<file path="src/assert_macros.svh">
// Assertion macros used by the scanner core's RTL.
`ifndef ASSERT_MACROS_SVH
`define ASSERT_MACROS_SVH

// Concurrent assertion on clk_i, switched off while rst_ni is low.
`define PLMS_ASSERT(lbl, prop, msg) \
  lbl: assert property (@(posedge clk_i) disable iff (!rst_ni) prop) \
    else $error(msg);

// Condition that must never be true at a clock edge.
`define PLMS_ASSERT_NEVER(lbl, expr, msg) `PLMS_ASSERT(lbl, !(expr), msg)

`endif

</file>
<file path="src/plms_ram.sv">
// Generic single-port-write, single-port-read RAM with registered read data.
`default_nettype none

module plms_ram #(
  parameter int WIDTH = 8,
  parameter int DEPTH = 512
) (
  input  wire logic                                      clk_i,
  input  wire logic                                      we_i,
  input  wire logic [((DEPTH > 1) ? $clog2(DEPTH) : 1)-1:0] waddr_i,
  input  wire logic [WIDTH-1:0]                          wdata_i,
  input  wire logic                                      re_i,
  input  wire logic [((DEPTH > 1) ? $clog2(DEPTH) : 1)-1:0] raddr_i,
  output logic      [WIDTH-1:0]                          rdata_o
);

  logic [WIDTH-1:0] mem_q [DEPTH];

  always_ff @(posedge clk_i) begin
    if (we_i) begin
      mem_q[waddr_i] <= wdata_i;
    end
    if (re_i) begin
      rdata_o <= mem_q[raddr_i];
    end
  end

endmodule

`default_nettype wire

</file>
<file path="config.mk">
export PLATFORM = sky130hd
export DESIGN_NAME = plms_ram
export DESIGN_NICKNAME = d
export VERILOG_FILES = /design/src/assert_macros.svh /design/src/plms_ram.sv
export SDC_FILE = /design/constraint.sdc
export NUM_CORES = 2
export LEC_CHECK = 0
export ABC_AREA = 0
export BUFFER_PORTS_ARGS = -buffer_cell sky130_fd_sc_hd__buf_2
export CORE_MARGIN = 2
export CORE_UTILIZATION = 59
export CTS_BUF_LIST = sky130_fd_sc_hd__clkbuf_2 sky130_fd_sc_hd__clkbuf_4 sky130_fd_sc_hd__clkbuf_8
export DETAILED_ROUTE_END_ITERATION = 6
export PLACE_DENSITY = 0.78
export SYNTH_ARGS = -nofsm -noshare
export SYNTH_HDL_FRONTEND = slang
export SYNTH_SLANG_ARGS = --single-unit
</file>
<file path="constraint.sdc">
create_clock -name clk_i -period 2.2 [get_ports clk_i]
set_clock_uncertainty 0.05 [all_clocks]
set_input_delay 0.22 -clock clk_i [delete_from_list [all_inputs] [get_ports clk_i]]
set_output_delay 0.22 -clock clk_i [all_outputs]
set_load 0.01 [all_outputs]
</file>
==> out/results.tsv <==
stage	metric	value	unit
run_status	outcome	complete, but fails checks	
run_status	violations	design-rule violations, negative setup slack	
die	ios	37	
cells_and_area	nets	9817	
global_routing	grt_pass1_vias	91554	
hold_path	min_from	re_i	
route	dr.pass1.iters	6	
die	die_w	524.8	um
hold_path	holdPathEnd	rdata_o[1]	
logic_synthesis	synth_flop_cell	edfxtp_1	
logic_synthesis	syn-cell-area	0.1600	mm2
sta	hold_viol_final	0	
worst_setup_path	cp-start-kind	flip-flop	
global_routing	grt_usage	0.3075	
place	place_inst	12713	
power_and_ir_drop	power_density	824.8	mW/mm2
job	maxCapViolCount	0	
worst_setup_path	criticalPathCategory	reg -> reg	
die	start_util	0.5920	
worst_setup_path	worst-path-max-fanout	2	
clocking	cts_tree	done	
worst_setup_path	r2r-start	mem_q[40][2]	
worst_setup_path	rrSetupSlack	-520	ps
cells_and_area	instances_no_fill	13820	
cells_and_area	utilization	0.7010	
sta	fin_crit	2720	ps
cells_and_area	fillCellCount	15147	
logic_synthesis	syn_nets	8059	
logic_synthesis	synthTopCellsByArea	edfxtp_1, mux4_2, mux2i_1	
place	placed_area	0.1765	mm2
die	coreArea	0.2703	mm2
hold_path	worstHoldPathCells	2	
route	final_antenna_net_count	0	
clocking	cts-htree-levels	6	
route	drt-total-wl	430000	um
logic_synthesis	yosysSeqAreaShare	0.7702	
place	dp_hpwl	279100	um
clocking	cts_sinks	4104	
die	rows	191	
sta	max_slew_margin	0.3397	
clocking	clockBufferDepth	4	
worst_setup_path	reg2reg_to	rdata_o[2]	
cells_and_area	stdcell_area	0.1895	mm2
worst_setup_path	worst_r2r_path_depth	9	
route	drc	12	
power_and_ir_drop	irDropWorstVdd	0.0005879	V
logic_synthesis	synth_top_area_frac	0.7702	
clocking	clock_latency	1100	ps
sta	fmax	0.3677	GHz
route	vias	91603	
sta	finalWorstSetupSlack	-519.5	ps
global_routing	grt_max_degree	113	
logic_synthesis	synthTopCellsByCount	edfxtp_1, mux2i_1, mux4_2	
clocking	cts_buffers	623	
hold_path	hp-class	in -> reg	
power_and_ir_drop	power.total	156.3	mW
logic_synthesis	synth-edff-count	4104	
global_routing	grt_pass1_wl	617100	um
cells_and_area	drive_gt1_frac	0.3304	
clocking	root_buffer	clkbuf_8	
logic_synthesis	yosysMostFrequentCell	edfxtp_1	
worst_setup_path	setup.worst_path.start	mem_q[40][2]	
sta	rsz0062_at_grt	true	
logic_synthesis	synth-seq-cells	4104	
logic_synthesis	syn_inst	8030	
global_routing	antenna_found_initial	18	
logic_synthesis	synth.avg_cell_area	19.93	um2
route	wire_per_inst	31.11	um
place	pre_cts_ws	-2095	ps
route	routed_via_density	6.628	
sta	drv_slew	0	
worst_setup_path	cp-end-kind	flip-flop	
logic_synthesis	synth_cell_types	50	
die	die_h	524.8	um
sta	tightest_slew	986.1	ps
place	io_buffers	36	
logic_synthesis	async_reset_ff_frac	0	
place	globalplace.congestion	1.017	
clocking	path_clk_slew	70	ps
worst_setup_path	crit_required	3110	ps
logic_synthesis	synth-warning-count	0	
sta	final.period_utilization	1.236	
die	die_area	0.2754	mm2
cells_and_area	areaGrowthSynthToFinish	18.41	%
route	dr.first_iter.drc_count	13707	
power_and_ir_drop	power.leakage	63.96	nW
sta	fin_setup_tns	-2740	ps
sta	whs	89.60	ps
sta	setup_violations	11	
logic_synthesis	yosys.area.top_type	edfxtp_1	
global_routing	grt_overflow	0	
worst_setup_path	worstPathArrival	3630	ps
[kinds of logic (layout without fill, tap and decap cells)]
kind of cell,Yosys count,count (layout),synth area share
DFF,4104,4104,0.7702
muxes,1451,1451,0.1419
and+or+nand+nor,980,980,0.02630
AOI/OAI and AO/OA,979,979,0.04311
buffers and inverters,516,2724,0.01848
other,0,12,0
[cells in the final DEF (no fill, tap or decap), types with 59 or more instances in the layout]
| master | instances |
|---|---|
| a22oi_1 | 59 |
| buf_4 | 1385 |
| o21ai_0 | 103 |
| clkbuf_8 | 634 |
| edfxtp_1 | 4104 |
| buf_12 | 203 |
| o22ai_1 | 153 |
| clkinv_1 | 144 |
| clkbuf_4 | 204 |
| o221ai_1 | 326 |
| nor3_1 | 104 |
| nand2_1 | 94 |
| mux2i_1 | 790 |
| nor2_1 | 595 |
| a21oi_1 | 176 |
| mux4_2 | 654 |
[worst max-delay path: stages (launching register included)]
cell      delay (ps)
edfxtp_1         330
mux2i_1          100
o221ai_1         410
a21oi_1          210
nor4_2           460
buf_4            190
nand4_1          120
nor4_2           370
buf_4            190
o2111a_1         190
[routing by layer]
metal | part of all wire | global-route usage | vias up
met2 | 0.47 | 0.4770 | 6994
met5 | 0.00016 | 0 | -
li1 | - | - | 37015
met4 | 0.051 | 0.1402 | 10
met1 | 0.35 | 0.4174 | 46474
met3 | 0.13 | 0.07521 | 1110
[report_power, final]
| part | total [mW] | leakage [nW] | internal (mW) | switching (mW) |
|---|---|---|---|---|
| clock | 60.7 | 6.22 | 31.7 | 29.1 |
| combinational | 9.33 | 20.9 | 3.56 | 5.76 |
| sequential | 86.2 | 36.9 | 86.1 | 0.0910 |
| total | 156 | 64.0 | 121 | 34.9 |
[what timing repair did]
action,in CTS,in global routing
hold buffers,19,0
endpoints found under the hold margin,4193,0
setup endpoints to repair,13,9
resized for setup,126,60
pin swaps,51,20
setup buffers,2,2
[worst max-delay path by stage]
stage	to	slack, ps	depth (start not counted)
after floorplan	rdata_o[0]	-60	8
final	rdata_o[2]	-520	9
after CTS	rdata_o[7]	-360	10
after global routing	rdata_o[2]	-550	9
after detailed placement	rdata_o[7]	-2090	14
after global placement	rdata_o[7]	-2000	14
[registers in the layout (all words and copies together) (netlist names)]
signal / count
mem_q: 4096
rdata_o: 8
[final cells by class]
| cell class | instances | area, um2 | area share |
|---|---|---|---|
| sequential | 4104 | 123200 | 0.6504 |
| multi-input combinational | 3410 | 34920 | 0.1843 |
| timing repair buffer | 1646 | 14980 | 0.07908 |
| clock buffer | 837 | 10240 | 0.05406 |
| tap | 3570 | 4467 | 0.02358 |
| clock inverter | 238 | 1572 | 0.008294 |
| antenna | 12 | 30.03 | 0.0001585 |
| inverter | 3 | 18.77 | 0.00009906 |
Power figures use the tool's default switching activity.
